## src/rtl/bq_pkg.sv

```systemverilog
// Shared types, constants and saturation helpers for the biquad section.
// Used by every module of the block; no dependencies of its own.
package bq_pkg;

    localparam int SAMPLE_W   = 24;
    localparam int COEF_W     = 32;
    localparam int GUARD_BITS = 8;
    localparam int HIST_W     = SAMPLE_W + GUARD_BITS;
    localparam int COEF_FRAC  = COEF_W - 4;
    localparam int PROD_W     = COEF_W + HIST_W;
    localparam int TERM_W     = PROD_W - COEF_FRAC;
    localparam int ACC_W      = TERM_W + 4;
    localparam int CFG_IDX_W  = 3;

    // half an LSB of the history format, in product scaling
    localparam logic signed [PROD_W-1:0] RND_HALF = PROD_W'(1) << (COEF_FRAC - 1);

    // register indexes
    localparam logic [CFG_IDX_W-1:0] IDX_FORM_MODE = 3'd0;
    localparam logic [CFG_IDX_W-1:0] IDX_COEF_A0   = 3'd1;
    localparam logic [CFG_IDX_W-1:0] IDX_COEF_A1   = 3'd2;
    localparam logic [CFG_IDX_W-1:0] IDX_COEF_A2   = 3'd3;
    localparam logic [CFG_IDX_W-1:0] IDX_COEF_B1   = 3'd4;
    localparam logic [CFG_IDX_W-1:0] IDX_COEF_B2   = 3'd5;

    typedef enum logic [1:0] {
        FORM_DIRECT,
        FORM_CANON,
        FORM_TDIRECT,
        FORM_TCANON
    } form_t;

    typedef enum logic [1:0] {
        ST_IDLE,
        ST_RUN,
        ST_DONE
    } state_t;

    typedef enum logic [2:0] {
        C_A0,
        C_A1,
        C_A2,
        C_B1,
        C_B2
    } coef_sel_t;

    typedef enum logic [2:0] {
        OP_X,
        OP_IN1,
        OP_IN2,
        OP_OUT1,
        OP_OUT2,
        OP_W,
        OP_YS
    } opnd_sel_t;

    typedef enum logic [2:0] {
        BASE_ZERO,
        BASE_X,
        BASE_IN1,
        BASE_IN2,
        BASE_OUT2,
        BASE_XOUT1
    } base_sel_t;

    typedef enum logic [2:0] {
        ACC_HOLD,
        ACC_LOAD_ADD,
        ACC_LOAD_SUB,
        ACC_ADD,
        ACC_SUB,
        ACC_BASE
    } acc_op_t;

    typedef struct packed {
        logic [COEF_W-1:0] a0;
        logic [COEF_W-1:0] a1;
        logic [COEF_W-1:0] a2;
        logic [COEF_W-1:0] b1;
        logic [COEF_W-1:0] b2;
    } bq_coef_t;

    // controller to datapath
    typedef struct packed {
        logic      load_x;
        logic      push_out;
        coef_sel_t coef_sel;
        opnd_sel_t opnd_sel;
        acc_op_t   acc_op;
        base_sel_t base_sel;
        logic      wr_w;
        logic      wr_ys;
        logic      wr_in1;
        logic      wr_in2;
        logic      wr_out1;
        logic      wr_out2;
        logic      shift_dir;
        logic      shift_can;
    } bq_cmd_t;

    // datapath to controller
    typedef struct packed {
        logic out_free;
    } bq_stat_t;

    function automatic logic signed [HIST_W-1:0] sat_hist(input logic signed [ACC_W-1:0] v);
        logic [ACC_W-HIST_W:0] top;
        top = v[ACC_W-1:HIST_W-1];
        if ((&top) || !(|top))
            return v[HIST_W-1:0];
        else if (v[ACC_W-1])
            return {1'b1, {(HIST_W-1){1'b0}}};
        else
            return {1'b0, {(HIST_W-1){1'b1}}};
    endfunction

    function automatic logic signed [SAMPLE_W-1:0] sat_samp(input logic signed [ACC_W-1:0] v);
        logic [ACC_W-SAMPLE_W:0] top;
        top = v[ACC_W-1:SAMPLE_W-1];
        if ((&top) || !(|top))
            return v[SAMPLE_W-1:0];
        else if (v[ACC_W-1])
            return {1'b1, {(SAMPLE_W-1){1'b0}}};
        else
            return {1'b0, {(SAMPLE_W-1){1'b1}}};
    endfunction

endpackage

```

## src/rtl/biquad_iir_filter.sv

```systemverilog
// One word is sequenced at a time: a new word is accepted only once the previous one
// has finished its steps, as every product goes through the single shared 32x32
// multiplier and its product register feeding the adder.
// Reset (rst_n low, async) clears the four history registers and the handshake
// state, and loads the registers with direct form, a0 = 1.0, other gains zero.
// Top level of the second-order IIR section; depends on bq_pkg, bq_regs, bq_dp, bq_ctrl.
module biquad_iir_filter (
    input  logic                                 clk,
    input  logic                                 rst_n,

    // configuration write port
    input  logic                                 cfg_we,
    input  logic [bq_pkg::CFG_IDX_W-1:0]         cfg_index,
    input  logic [bq_pkg::COEF_W-1:0]            cfg_data,

    // input word channel
    input  logic                                 in_valid,
    output logic                                 in_stall,
    input  logic signed [bq_pkg::SAMPLE_W-1:0]   sample_in,

    // output word channel
    output logic                                 out_valid,
    input  logic                                 out_stall,
    output logic signed [bq_pkg::SAMPLE_W-1:0]   sample_out
);

    // Samples Q1.23, coefficients Q4.28, history Q9.23 with eight guard bits.
    // Each product is rounded half up to 23 fraction bits; sums are exact in a
    // 40-bit accumulator, then saturated to history or sample range on store.

    bq_pkg::form_t    form_mode;
    bq_pkg::bq_coef_t coef;
    bq_pkg::bq_cmd_t  cmd;
    bq_pkg::bq_stat_t stat;

    bq_regs u_regs (
        .clk       (clk),
        .rst_n     (rst_n),
        .cfg_we    (cfg_we),
        .cfg_index (cfg_index),
        .cfg_data  (cfg_data),
        .form_mode (form_mode),
        .coef      (coef)
    );

    // Sequencer: at most one multiply issued per step, accumulated the step after.
    bq_ctrl u_ctrl (
        .clk       (clk),
        .rst_n     (rst_n),
        .in_valid  (in_valid),
        .form_mode (form_mode),
        .stat      (stat),
        .in_stall  (in_stall),
        .cmd       (cmd)
    );

    // Datapath with the output register, so a new word can enter while the
    // previous result still waits downstream.
    bq_dp u_dp (
        .clk        (clk),
        .rst_n      (rst_n),
        .cmd        (cmd),
        .coef       (coef),
        .sample_in  (sample_in),
        .out_stall  (out_stall),
        .stat       (stat),
        .out_valid  (out_valid),
        .sample_out (sample_out)
    );

endmodule

```

## src/rtl/bq_regs.sv

```systemverilog
// Configuration register bank: form select and the five coefficients.
// Depends on bq_pkg.
module bq_regs (
    input  logic                                clk,
    input  logic                                rst_n,
    input  logic                                cfg_we,
    input  logic [bq_pkg::CFG_IDX_W-1:0]        cfg_index,
    input  logic [bq_pkg::COEF_W-1:0]           cfg_data,
    output bq_pkg::form_t                       form_mode,
    output bq_pkg::bq_coef_t                    coef
);

    bq_pkg::form_t    form_mode_reg;
    bq_pkg::bq_coef_t coef_reg;

    always_ff @(posedge clk or negedge rst_n)
    begin
        if (!rst_n)
        begin
            form_mode_reg <= bq_pkg::FORM_DIRECT;
            coef_reg.a0   <= bq_pkg::COEF_W'(1) << bq_pkg::COEF_FRAC;   // unity gain
            coef_reg.a1   <= '0;
            coef_reg.a2   <= '0;
            coef_reg.b1   <= '0;
            coef_reg.b2   <= '0;
        end
        else if (cfg_we)
        begin
            unique case (cfg_index)
                bq_pkg::IDX_FORM_MODE: form_mode_reg <= bq_pkg::form_t'(cfg_data[1:0]);
                bq_pkg::IDX_COEF_A0:   coef_reg.a0   <= cfg_data;
                bq_pkg::IDX_COEF_A1:   coef_reg.a1   <= cfg_data;
                bq_pkg::IDX_COEF_A2:   coef_reg.a2   <= cfg_data;
                bq_pkg::IDX_COEF_B1:   coef_reg.b1   <= cfg_data;
                bq_pkg::IDX_COEF_B2:   coef_reg.b2   <= cfg_data;
                default:               ;   // unmapped index, ignored
            endcase
        end
    end

    assign form_mode = form_mode_reg;
    assign coef      = coef_reg;

endmodule

```

## src/rtl/bq_dp.sv

```systemverilog
// Datapath: history registers, shared multiplier, rounding accumulator and
// output word register. Driven step by step by bq_ctrl. Depends on bq_pkg.
module bq_dp (
    input  logic                                 clk,
    input  logic                                 rst_n,
    input  bq_pkg::bq_cmd_t                      cmd,
    input  bq_pkg::bq_coef_t                     coef,
    input  logic signed [bq_pkg::SAMPLE_W-1:0]   sample_in,
    input  logic                                 out_stall,
    output bq_pkg::bq_stat_t                     stat,
    output logic                                 out_valid,
    output logic signed [bq_pkg::SAMPLE_W-1:0]   sample_out
);

    localparam int SW = bq_pkg::SAMPLE_W;
    localparam int HW = bq_pkg::HIST_W;
    localparam int CW = bq_pkg::COEF_W;
    localparam int PW = bq_pkg::PROD_W;
    localparam int TW = bq_pkg::TERM_W;
    localparam int AW = bq_pkg::ACC_W;

    // history (state, cleared by reset)
    logic signed [HW-1:0] hist_in1_reg,  hist_in1_next;
    logic signed [HW-1:0] hist_in2_reg,  hist_in2_next;
    logic signed [HW-1:0] hist_out1_reg, hist_out1_next;
    logic signed [HW-1:0] hist_out2_reg, hist_out2_next;

    // working payload
    logic signed [SW-1:0] x_reg;
    logic signed [HW-1:0] w_reg;
    logic signed [SW-1:0] ys_reg;
    logic signed [PW-1:0] prod_reg, prod_next;
    logic signed [AW-1:0] acc_reg,  acc_next;

    logic                 out_valid_reg;
    logic signed [SW-1:0] sample_out_reg;

    logic signed [CW-1:0] coef_mux;
    logic signed [HW-1:0] opnd_mux;
    logic signed [AW-1:0] base_mux;
    logic signed [PW-1:0] rnd;
    logic signed [TW-1:0] term;
    logic signed [AW-1:0] term_ext;
    logic signed [HW-1:0] acc_sat_h;
    logic signed [SW-1:0] acc_sat_s;

    // multiplier operands and accumulator base
    always_comb
    begin
        case (cmd.coef_sel)
            bq_pkg::C_A0: coef_mux = coef.a0;
            bq_pkg::C_A1: coef_mux = coef.a1;
            bq_pkg::C_A2: coef_mux = coef.a2;
            bq_pkg::C_B1: coef_mux = coef.b1;
            bq_pkg::C_B2: coef_mux = coef.b2;
            default:      coef_mux = '0;
        endcase

        case (cmd.opnd_sel)
            bq_pkg::OP_X:    opnd_mux = HW'(x_reg);
            bq_pkg::OP_IN1:  opnd_mux = hist_in1_reg;
            bq_pkg::OP_IN2:  opnd_mux = hist_in2_reg;
            bq_pkg::OP_OUT1: opnd_mux = hist_out1_reg;
            bq_pkg::OP_OUT2: opnd_mux = hist_out2_reg;
            bq_pkg::OP_W:    opnd_mux = w_reg;
            bq_pkg::OP_YS:   opnd_mux = HW'(ys_reg);
            default:         opnd_mux = '0;
        endcase

        case (cmd.base_sel)
            bq_pkg::BASE_X:     base_mux = AW'(x_reg);
            bq_pkg::BASE_IN1:   base_mux = AW'(hist_in1_reg);
            bq_pkg::BASE_IN2:   base_mux = AW'(hist_in2_reg);
            bq_pkg::BASE_OUT2:  base_mux = AW'(hist_out2_reg);
            bq_pkg::BASE_XOUT1: base_mux = AW'(x_reg) + AW'(hist_out1_reg);
            default:            base_mux = '0;
        endcase
    end

    // 32x32 signed product, registered before rounding
    assign prod_next = coef_mux * opnd_mux;

    // round half up to history format: add half LSB, arithmetic shift
    assign rnd      = prod_reg + bq_pkg::RND_HALF;
    assign term     = rnd[PW-1:bq_pkg::COEF_FRAC];
    assign term_ext = AW'(term);

    always_comb
    begin
        case (cmd.acc_op)
            bq_pkg::ACC_LOAD_ADD: acc_next = base_mux + term_ext;
            bq_pkg::ACC_LOAD_SUB: acc_next = base_mux - term_ext;
            bq_pkg::ACC_ADD:      acc_next = acc_reg + term_ext;
            bq_pkg::ACC_SUB:      acc_next = acc_reg - term_ext;
            bq_pkg::ACC_BASE:     acc_next = base_mux;
            default:              acc_next = acc_reg;
        endcase
    end

    assign acc_sat_h = bq_pkg::sat_hist(acc_reg);
    assign acc_sat_s = bq_pkg::sat_samp(acc_reg);

    // history update
    always_comb
    begin
        hist_in1_next  = hist_in1_reg;
        hist_in2_next  = hist_in2_reg;
        hist_out1_next = hist_out1_reg;
        hist_out2_next = hist_out2_reg;
        if (cmd.shift_dir)
        begin
            hist_in2_next  = hist_in1_reg;
            hist_in1_next  = HW'(x_reg);
            hist_out2_next = hist_out1_reg;
            hist_out1_next = HW'(acc_sat_s);
        end
        if (cmd.shift_can)
        begin
            hist_in2_next = hist_in1_reg;
            hist_in1_next = w_reg;
        end
        if (cmd.wr_in1)
            hist_in1_next = acc_sat_h;
        if (cmd.wr_in2)
            hist_in2_next = acc_sat_h;
        if (cmd.wr_out1)
            hist_out1_next = acc_sat_h;
        if (cmd.wr_out2)
            hist_out2_next = acc_sat_h;
    end

    always_ff @(posedge clk or negedge rst_n)
    begin
        if (!rst_n)
        begin
            hist_in1_reg  <= '0;
            hist_in2_reg  <= '0;
            hist_out1_reg <= '0;
            hist_out2_reg <= '0;
            out_valid_reg <= 1'b0;
        end
        else
        begin
            hist_in1_reg  <= hist_in1_next;
            hist_in2_reg  <= hist_in2_next;
            hist_out1_reg <= hist_out1_next;
            hist_out2_reg <= hist_out2_next;
            if (cmd.push_out)
                out_valid_reg <= 1'b1;
            else if (!out_stall)
                out_valid_reg <= 1'b0;
        end
    end

    always_ff @(posedge clk)
    begin
        prod_reg <= prod_next;
        acc_reg  <= acc_next;
        if (cmd.load_x)
            x_reg <= sample_in;
        if (cmd.wr_w)
            w_reg <= acc_sat_h;
        if (cmd.wr_ys || cmd.shift_dir)
            ys_reg <= acc_sat_s;
        if (cmd.push_out)
            sample_out_reg <= ys_reg;
    end

    assign stat.out_free = !out_valid_reg || !out_stall;
    assign out_valid     = out_valid_reg;
    assign sample_out    = sample_out_reg;

endmodule

```

## src/rtl/bq_ctrl.sv

```systemverilog
// Sequencer: walks the micro-steps of the selected form and hands the
// finished word to the output register. Depends on bq_pkg.
module bq_ctrl (
    input  logic              clk,
    input  logic              rst_n,
    input  logic              in_valid,
    input  bq_pkg::form_t     form_mode,
    input  bq_pkg::bq_stat_t  stat,
    output logic              in_stall,
    output bq_pkg::bq_cmd_t   cmd
);

    localparam int STEP_W = 4;
    localparam logic [STEP_W-1:0] LAST_DIRECT  = 4'd6;
    localparam logic [STEP_W-1:0] LAST_CANON   = 4'd8;
    localparam logic [STEP_W-1:0] LAST_TDIRECT = 4'd8;
    localparam logic [STEP_W-1:0] LAST_TCANON  = 4'd7;

    bq_pkg::state_t    state_reg, state_next;
    logic [STEP_W-1:0] step_reg,  step_next;
    logic [STEP_W-1:0] last_step;
    logic              accept;

    always_comb
    begin
        unique case (form_mode)
            bq_pkg::FORM_DIRECT:  last_step = LAST_DIRECT;
            bq_pkg::FORM_CANON:   last_step = LAST_CANON;
            bq_pkg::FORM_TDIRECT: last_step = LAST_TDIRECT;
            bq_pkg::FORM_TCANON:  last_step = LAST_TCANON;
            default:              last_step = LAST_DIRECT;
        endcase
    end

    // new word taken when idle, or while the finished one moves out
    assign in_stall = !((state_reg == bq_pkg::ST_IDLE) ||
                        (state_reg == bq_pkg::ST_DONE && stat.out_free));
    assign accept   = in_valid && !in_stall;

    // next state
    always_comb
    begin
        state_next = state_reg;
        step_next  = step_reg;
        unique case (state_reg)
            bq_pkg::ST_IDLE:
            begin
                if (accept)
                begin
                    state_next = bq_pkg::ST_RUN;
                    step_next  = '0;
                end
            end
            bq_pkg::ST_RUN:
            begin
                if (step_reg == last_step)
                    state_next = bq_pkg::ST_DONE;
                else
                    step_next = step_reg + 1'b1;
            end
            bq_pkg::ST_DONE:
            begin
                if (accept)
                begin
                    state_next = bq_pkg::ST_RUN;
                    step_next  = '0;
                end
                else if (stat.out_free)
                    state_next = bq_pkg::ST_IDLE;
            end
            default:
                state_next = bq_pkg::ST_IDLE;
        endcase
    end

    always_ff @(posedge clk or negedge rst_n)
    begin
        if (!rst_n)
        begin
            state_reg <= bq_pkg::ST_IDLE;
            step_reg  <= '0;
        end
        else
        begin
            state_reg <= state_next;
            step_reg  <= step_next;
        end
    end

    // step commands; acc ops act on the product issued in the previous step
    always_comb
    begin
        cmd          = '0;
        cmd.load_x   = accept;
        cmd.push_out = (state_reg == bq_pkg::ST_DONE) && stat.out_free;
        if (state_reg == bq_pkg::ST_RUN)
        begin
            unique case (form_mode)
                bq_pkg::FORM_DIRECT:
                begin
                    case (step_reg)
                        4'd0: begin cmd.coef_sel = bq_pkg::C_A0; cmd.opnd_sel = bq_pkg::OP_X; end
                        4'd1:
                        begin
                            cmd.coef_sel = bq_pkg::C_A1; cmd.opnd_sel = bq_pkg::OP_IN1;
                            cmd.acc_op   = bq_pkg::ACC_LOAD_ADD;
                            cmd.base_sel = bq_pkg::BASE_ZERO;
                        end
                        4'd2:
                        begin
                            cmd.coef_sel = bq_pkg::C_A2; cmd.opnd_sel = bq_pkg::OP_IN2;
                            cmd.acc_op   = bq_pkg::ACC_ADD;
                        end
                        4'd3:
                        begin
                            cmd.coef_sel = bq_pkg::C_B1; cmd.opnd_sel = bq_pkg::OP_OUT1;
                            cmd.acc_op   = bq_pkg::ACC_ADD;
                        end
                        4'd4:
                        begin
                            cmd.coef_sel = bq_pkg::C_B2; cmd.opnd_sel = bq_pkg::OP_OUT2;
                            cmd.acc_op   = bq_pkg::ACC_SUB;
                        end
                        4'd5: cmd.acc_op = bq_pkg::ACC_SUB;
                        4'd6: cmd.shift_dir = 1'b1;
                        default: ;
                    endcase
                end
                bq_pkg::FORM_CANON:
                begin
                    case (step_reg)
                        4'd0: begin cmd.coef_sel = bq_pkg::C_B1; cmd.opnd_sel = bq_pkg::OP_IN1; end
                        4'd1:
                        begin
                            cmd.coef_sel = bq_pkg::C_B2; cmd.opnd_sel = bq_pkg::OP_IN2;
                            cmd.acc_op   = bq_pkg::ACC_LOAD_SUB;
                            cmd.base_sel = bq_pkg::BASE_X;
                        end
                        4'd2: cmd.acc_op = bq_pkg::ACC_SUB;
                        4'd3: cmd.wr_w   = 1'b1;
                        4'd4: begin cmd.coef_sel = bq_pkg::C_A0; cmd.opnd_sel = bq_pkg::OP_W; end
                        4'd5:
                        begin
                            cmd.coef_sel = bq_pkg::C_A1; cmd.opnd_sel = bq_pkg::OP_IN1;
                            cmd.acc_op   = bq_pkg::ACC_LOAD_ADD;
                            cmd.base_sel = bq_pkg::BASE_ZERO;
                        end
                        4'd6:
                        begin
                            cmd.coef_sel = bq_pkg::C_A2; cmd.opnd_sel = bq_pkg::OP_IN2;
                            cmd.acc_op   = bq_pkg::ACC_ADD;
                        end
                        4'd7: cmd.acc_op = bq_pkg::ACC_ADD;
                        4'd8: begin cmd.wr_ys = 1'b1; cmd.shift_can = 1'b1; end
                        default: ;
                    endcase
                end
                bq_pkg::FORM_TDIRECT:
                begin
                    case (step_reg)
                        4'd0: begin cmd.acc_op = bq_pkg::ACC_BASE; cmd.base_sel = bq_pkg::BASE_XOUT1; end
                        4'd1: cmd.wr_w = 1'b1;
                        4'd2: begin cmd.coef_sel = bq_pkg::C_A0; cmd.opnd_sel = bq_pkg::OP_W; end
                        4'd3:
                        begin
                            cmd.coef_sel = bq_pkg::C_B1; cmd.opnd_sel = bq_pkg::OP_W;
                            cmd.acc_op   = bq_pkg::ACC_LOAD_ADD;
                            cmd.base_sel = bq_pkg::BASE_IN1;
                        end
                        4'd4:
                        begin
                            cmd.coef_sel = bq_pkg::C_B2; cmd.opnd_sel = bq_pkg::OP_W;
                            cmd.wr_ys    = 1'b1;
                            cmd.acc_op   = bq_pkg::ACC_LOAD_SUB;
                            cmd.base_sel = bq_pkg::BASE_OUT2;
                        end
                        4'd5:
                        begin
                            cmd.coef_sel = bq_pkg::C_A1; cmd.opnd_sel = bq_pkg::OP_W;
                            cmd.wr_out1  = 1'b1;
                            cmd.acc_op   = bq_pkg::ACC_LOAD_SUB;
                            cmd.base_sel = bq_pkg::BASE_ZERO;
                        end
                        4'd6:
                        begin
                            cmd.coef_sel = bq_pkg::C_A2; cmd.opnd_sel = bq_pkg::OP_W;
                            cmd.wr_out2  = 1'b1;
                            cmd.acc_op   = bq_pkg::ACC_LOAD_ADD;
                            cmd.base_sel = bq_pkg::BASE_IN2;
                        end
                        4'd7:
                        begin
                            cmd.wr_in1   = 1'b1;
                            cmd.acc_op   = bq_pkg::ACC_LOAD_ADD;
                            cmd.base_sel = bq_pkg::BASE_ZERO;
                        end
                        4'd8: cmd.wr_in2 = 1'b1;
                        default: ;
                    endcase
                end
                bq_pkg::FORM_TCANON:
                begin
                    case (step_reg)
                        4'd0: begin cmd.coef_sel = bq_pkg::C_A0; cmd.opnd_sel = bq_pkg::OP_X; end
                        4'd1: begin cmd.acc_op = bq_pkg::ACC_LOAD_ADD; cmd.base_sel = bq_pkg::BASE_IN1; end
                        4'd2:
                        begin
                            cmd.wr_ys    = 1'b1;
                            cmd.coef_sel = bq_pkg::C_A1; cmd.opnd_sel = bq_pkg::OP_X;
                        end
                        4'd3:
                        begin
                            cmd.coef_sel = bq_pkg::C_B1; cmd.opnd_sel = bq_pkg::OP_YS;
                            cmd.acc_op   = bq_pkg::ACC_LOAD_ADD;
                            cmd.base_sel = bq_pkg::BASE_IN2;
                        end
                        4'd4:
                        begin
                            cmd.coef_sel = bq_pkg::C_A2; cmd.opnd_sel = bq_pkg::OP_X;
                            cmd.acc_op   = bq_pkg::ACC_SUB;
                        end
                        4'd5:
                        begin
                            cmd.coef_sel = bq_pkg::C_B2; cmd.opnd_sel = bq_pkg::OP_YS;
                            cmd.wr_in1   = 1'b1;
                            cmd.acc_op   = bq_pkg::ACC_LOAD_ADD;
                            cmd.base_sel = bq_pkg::BASE_ZERO;
                        end
                        4'd6: cmd.acc_op = bq_pkg::ACC_SUB;
                        4'd7: cmd.wr_in2 = 1'b1;
                        default: ;
                    endcase
                end
                default: ;
            endcase
        end
    end

    // an accepted word always starts at the first step
    assert property (@(posedge clk) disable iff (!rst_n)
        accept |=> (state_reg == bq_pkg::ST_RUN) && (step_reg == '0))
        else $error("bq_ctrl: accepted word did not start its sequence");

    // the step counter never runs past the last step of the form
    assert property (@(posedge clk) disable iff (!rst_n)
        (state_reg == bq_pkg::ST_RUN) |-> (step_reg <= last_step))
        else $error("bq_ctrl: step counter beyond last step");

    // a finished word waits while the output register is full and stalled
    assert property (@(posedge clk) disable iff (!rst_n)
        (state_reg == bq_pkg::ST_DONE) && !stat.out_free |=> (state_reg == bq_pkg::ST_DONE))
        else $error("bq_ctrl: finished word dropped while output stalled");

    // no word is taken while a sequence is in progress
    assert property (@(posedge clk) disable iff (!rst_n)
        (state_reg == bq_pkg::ST_RUN) |-> in_stall)
        else $error("bq_ctrl: input taken mid-sequence");

endmodule
```

## config.mk

```make
export PLATFORM = sky130hd
export DESIGN_NAME = biquad_iir_filter
export DESIGN_NICKNAME = d
export VERILOG_FILES = /design/src/rtl/bq_pkg.sv /design/src/rtl/biquad_iir_filter.sv /design/src/rtl/bq_regs.sv /design/src/rtl/bq_dp.sv /design/src/rtl/bq_ctrl.sv
export SDC_FILE = /design/constraint.sdc
export NUM_CORES = 2
export LEC_CHECK = 0
export BUFFER_PORTS_ARGS = -buffer_cell sky130_fd_sc_hd__buf_2
export CAP_MARGIN = 20
export CORE_ASPECT_RATIO = 0.7
export CORE_MARGIN = 5
export CORE_UTILIZATION = 60
export CTS_CLUSTER_SIZE = 20
export DETAILED_ROUTE_END_ITERATION = 10
export PLACE_DENSITY = 0.76
export SLEW_MARGIN = 20
export SYNTH_ARGS = -nofsm -noshare
export SYNTH_HDL_FRONTEND = slang
export SYNTH_SLANG_ARGS = --single-unit
```

## constraint.sdc

```tcl
create_clock -name clk -period 25.7 [get_ports clk]
set_clock_uncertainty 0.15 [all_clocks]
set_input_delay 3.855 -clock clk [delete_from_list [all_inputs] [get_ports clk]]
set_output_delay 3.855 -clock clk [all_outputs]
set_load 0.05 [all_outputs]
```

---- Word level (Yosys, flattened, before mapping) ----
Cells that the tools add are included.
storage, ports and cells
  flip-flop bits (word level) ............. 505
  logic and storage cells ................. 170
  bits of input ports ..................... 64
operators by class
  multiplexer cells ....................... 55
  reduce and logical (&&, ||, !) cells .... 43
  $mul .................................... 1
  equal/unequal tests ..................... 45
  add/sub/neg operators ................... 7
operators with widths
  cell                    number
  $pmux 40 s5             2
  $mux 32                 12
  $pmux 32 s7             1
  $pmux 32 s5             1
  $add 40x36->40          2
  $sub 40x36->40          2
  $add 64x29->64 const B  1
  $mul 32x32->64          1
  $pmux 6 s5              2
  $mux 24                 2
  $pmux 12 s4             1
  $pmux 6 s4              2
  $pmux 6 s6              1
  $add 24x32->33          1
  $eq 3x2->1 const B      10
  $eq 3x3->1 const B      10
  $mux 20                 1
  $reduce_and 17->1       1
  $reduce_or 17->1        1
  $eq 4x3->1 const B      4
  $eq 3x1->1 const B      5
  $mux 1                  13
  $pmux 3 s4              1
  $pmux 4 s3              1
  other kinds (34)        73

---- Longest topological paths before layout ----
  depth after elaboration ................. 9
  mapped depth ............................ 45

---- By module ----
Synthesis repeated with hierarchy kept, for this count alone.
unflattened totals
  cell total of the unflattened synthesis .. 6999
  area, all modules ....................... 65551.6 um2
modules (own cells, without submodules)
  module   cells an instance  times used  seq. area each (um2)  area each (um2)
  bq_dp    6502               1           8293.0                58406.0
  bq_regs  348                1           4055.1                6087.1
  bq_ctrl  149                1           150.1                 1058.5

---- Worst setup path after synthesis ----
OpenSTA, ideal clock, no wires.
  path kind ............................... reg-to-reg
  start point ............................. register u_ctrl.step_reg[0]
  end point ............................... register u_dp.prod_reg[60]
  clock period less this slack ............ 10.537 ns
  cell stages (with the launch flop) ...... 39
  buffers on the path ..................... 5
  setup time .............................. 0.123 ns
  arrival time ............................ 10.263 ns
  data required time ...................... 25.427 ns
  path slack .............................. 15.163 ns
  cell sequence ........................... dfrtp_1 > inv_1 > ha_1 > buf_2 > nand3b_1 > a21oi_1 > o41a_1 > buf_1 > clkbuf_1 > clkbuf_1 > mux2i_1 > o22ai_1 > a21oi_1 > clkbuf_1 > nor2_1 > fa_1 > inv_1 > fa_1 > [3 not listed] > fa_1 > fa_1 > fa_1 > fa_1 > ha_1 > a21o_1 > a21o_1 > a21o_1 > a21o_1 > a21oi_1 > o21ai_0 > a31oi_1 > a21boi_2 > o31ai_2 > a31o_2 > a221oi_2 > o21bai_1 > xor2_1
between the ends
  word-level cells in the longest chain between the ends .. 7
  elaborated cells on any way between the ends .. 28
ends and longest elaborated chain
  item                                               RTL line                        RTL
  from (decl)                                        bq_ctrl.sv:20                   logic [STEP_W-1:0] step_reg, step_next;
  from (signal assigned)                             bq_ctrl.sv:86                   step_reg <= step_next;
  $eq 4x3->1, or another cell as far along           bq_ctrl.sv:131, bq_ctrl.sv:160
  $pmux 6 s5, or another cell as far along           bq_ctrl.sv:160                  case (step_reg)
  $pmux 12 s4 *                                      bq_ctrl.sv:98                   unique case (form_mode)
  $mux 20 *                                          bq_ctrl.sv:96                   if (state_reg == bq_pkg::ST_RUN)
  $eq 3x3->1, or another cell as far along           bq_dp.sv:59                     case (cmd.opnd_sel)
  $pmux 32 s7 / $pmux 32 s5 (equally long branches)  bq_dp.sv:59, bq_dp.sv:50
  $mul 32x32->64 *                                   bq_dp.sv:81                     assign prod_next = coef_mux * opnd_mux;
  named net u_dp.prod_next[60]                       bq_dp.sv:32                     logic signed [PW-1:0] prod_reg, prod_next;
  to (signal assigned)                               bq_dp.sv:157                    prod_reg <= prod_next;
  to (decl)                                          bq_dp.sv:32
Mark *: on every way through the listed nets, which the timed path passes. The rest lies on a longest branch.
A chain may end at the register's enable or synchronous reset.

---- Worst setup path in the final report ----
  start point ............................. register u_ctrl.step_reg[2]
  end point ............................... register u_dp.prod_reg[62]
Same word-level chain as after synthesis.

==> run_results.csv <==
group,metric,value,unit
yosys,ys_top_cells_by_area,"fa_1 (33%), dfrtp_1 (11%), edfxtp_1 (6.5%), inv_1 (6.4%), ha_1 (5.6%)",
routing,dr.pass1.iters,9,
clock_tree,cts_max_level,2,
floorplan,die-area,118000,um2
yosys,synth_most_common_cell,"inv_1",
floorplan,die_w,408,um
sta,tns,0,ns
yosys,syn_area,66700,um2
placement,placed_area,68800,um2
routing,postRouteAntennaNets,0,
placement,dp_hpwl,169,mm
yosys,synth_area_per_cell,9.02,um2
yosys,synth_compound_area_frac,0.123,
worst_setup_path,critPathCaptureType,"flip-flop",
routing,routedWlPerCell,25.7,um
yosys,synthArstFlopShare,0.621,
floorplan,die-height,289,um
worst_setup_path,r2r_setup_slack,13.05,ns
sta,setup_violations,0,
placement,place_inst,8675,
sta,max_freq,79.1,MHz
global_route,grt_antenna_before_repair,21,
floorplan,ios,90,
clock_tree,cts_hold_buf,0,
routing,initialDrtViolationCount,7040,
yosys,synthTopCellsByCount,"inv_1 (1143), fa_1 (1084), nand2_1 (982)",
yosys,synth_seq_cells,478,
worst_setup_path,r2r-start,"u_ctrl.step_reg[2]$_DFFE_PN0P_",
placement,gp_congestion,1.02,
finish,instances_no_fill,8784,
sta,slew_viol_final,0,
worst_setup_path,worstRegToRegCells,33,
clock_tree,insertion_delay,0.67,ns
global_route,grt_max_degree,125,
worst_setup_path,worstSetupPathType,"reg2reg",
clock_tree,post_cts_resized,0,
finish,syn_to_final_growth,5.91,%
global_route,grt_usage,0.384,
placement,portBuffers,89,
clock_tree,postCtsSetupBuffers,0,
yosys,synth_top_family_by_area,"adder cells",
routing,wl,226,mm
clock_tree,cts.clk_slew.worst_paths,0.07,ns
sta,worst-slew-pin-transition,1.38,ns
worst_setup_path,crit_start,"u_ctrl.step_reg[2]$_DFFE_PN0P_",
yosys,yosysSeqAreaShare,0.187,
yosys,synth_flop_cell,"dfrtp_1",
flow_run,maxCapViolCount,0,
finish,drive_above_1_share,0.0827,
sta,fin_crit_sh,0.492,
worst_setup_path,critPathMaxStageDelay,1.02,ns
sta,relSlewSlack,0.0717,
yosys,syn_inst,7393,
yosys,syn_nets,8842,
sta,rsz0062_at_grt,"false",
floorplan,num_rows,102,
yosys,yosys.area_share.adder,0.382,
yosys,synth-xor-area-share,0.0339,
min_path,hold_path_depth,0,
routing,num_vias,56056,
yosys,yosysWarnings,0,
yosys,synth_edf_count,144,
global_route,grt_pass1_vias,56333,
yosys,muxShareOfSynthArea,0.0428,
clock_tree,cts_made_buffers,51,
min_path,hold_class,"reg2reg",
clock_tree,cts_tree,"done",
global_route,grt_overflow_total,0,
sta,finalHoldViolations,0,
worst_setup_path,critPathSlowestCell,"fa_1",
worst_setup_path,cp_max_fo,56,
finish,largest_register_ffs,160,
worst_setup_path,critPathRequiredTime,26.03,ns
yosys,synth_top_cell_by_area,"fa_1",
min_path,min_to,"u_dp.sample_out[1]$_DFFE_PP_",
global_route,grt_pass1_wl,345,mm
yosys,synth-simple-area-share,0.144,
min_path,min-delay-start,"u_dp.ys_reg[1]$_DFFE_PP_",
yosys,synth_cell_type_count,97,
clock_tree,clockRootBuffer,"clkbuf_16",
finish,final_area,70600,um2
routing,vias_per_cell,6.38,
worst_setup_path,path_common_cell,"fa_1",
finish,finalNetCount,8723,
worst_setup_path,worst_ep_arrival_time,12.97,ns
sta,min_period,12.65,ns
floorplan,core_area,111000,um2
sta,fin_hold_ws,0.320,ns
yosys,synth_top_cell_area_share,0.325,
floorplan,start_util,0.603,
worst_setup_path,critPathLaunchType,"flip-flop",
worst_setup_path,reg2reg_to,"u_dp.prod_reg[62]$_DFF_P_",
clock_tree,clock-sinks,478,
run_status,status,"complete, no violations",
routing,drcViolationCount,0,
clock_tree,clockBufferDepth,3,
## placed cells by master (no fill, tap or decap), types with 34 or more instances in the layout
cell,count
a211oi_1,34
a21o_1,139
a21oi_1,285
a22oi_1,59
a31oi_1,59
and2_1,57
and3_1,49
buf_2,88
buf_4,142
clkbuf_16,52
dfrtp_1,296
dfxtp_1,37
edfxtp_1,144
fa_1,1084
ha_1,301
inv_1,1143
mux2_2,168
mux2i_1,95
nand2_1,981
nand2b_1,102
nand3_1,119
nand4_1,43
nor2_1,690
nor2b_1,38
nor3_1,37
o211ai_1,74
o21a_1,47
o21ai_0,254
xnor2_1,161
xor2_1,97
## worst max-delay path by stage
stage,end,slack (ns),cells past startpoint
after global routing,u_dp.prod_reg[62]$_DFF_P_,12.45,33
after CTS,u_dp.prod_reg[62]$_DFF_P_,13.29,34
final,u_dp.prod_reg[62]$_DFF_P_,13.05,33
after floorplan,u_dp.prod_reg[60]$_DFF_P_,15.16,38
after global placement,u_dp.prod_reg[62]$_DFF_P_,13.51,34
after detailed placement,u_dp.prod_reg[62]$_DFF_P_,13.37,33
## cell type report
cell class                      count  area (um2)
Tap cell                         1456        1820
Multi-Input combinational cell   5366       48700
Clock inverter                     28         324
Sequential cell                   478       12500
Inverter                         1144        4290
Antenna cell                       12        30.0
Clock buffer                       67        1410
Fill cell                        9090       39900
Timing Repair Buffer              233        1560
## worst max-delay path: cells and delay by family, from the launching register on
kind,cells,cell delay [ns]
compound gates,11,2.88
fa+ha+maj,9,5.04
buf+inv,6,1.72
flops,1,0.73
simple gates,7,1.87
## per-stage QoR
step | util | setup slack, ns
after detailed placement | 0.623 | 13.37
after global placement | 0.623 | 13.51
final | 0.639 | 13.05
after CTS | 0.638 | 13.29
after floorplan | - | 15.16
after global routing | 0.639 | 12.45
## routing by layer
metal  routed length [um]  part of all wire  track usage  vias to the layer above
li1                     -                 -            -                    23552
met1                87900              0.39        0.540                    27941
met2                90400              0.40        0.534                     3941
met3                38800              0.17        0.170                      602
met4                 8470             0.038        0.127                       20
met5                  119           0.00053            0                        -
## kinds of logic after synthesis
kind of cell             after synthesis
flip-flops                           478
multiplexers                         264
AO/OA/AOI/OAI                       1244
adder cells (fa/ha/maj)             1385
buffers and inverters               1549
AND/OR/NAND/NOR                     2215
XOR/XNOR                             258
Power is left out: the tool's default activity adds up to more than one toggle a clock period on the data nets, which glitch-free logic cannot reach.
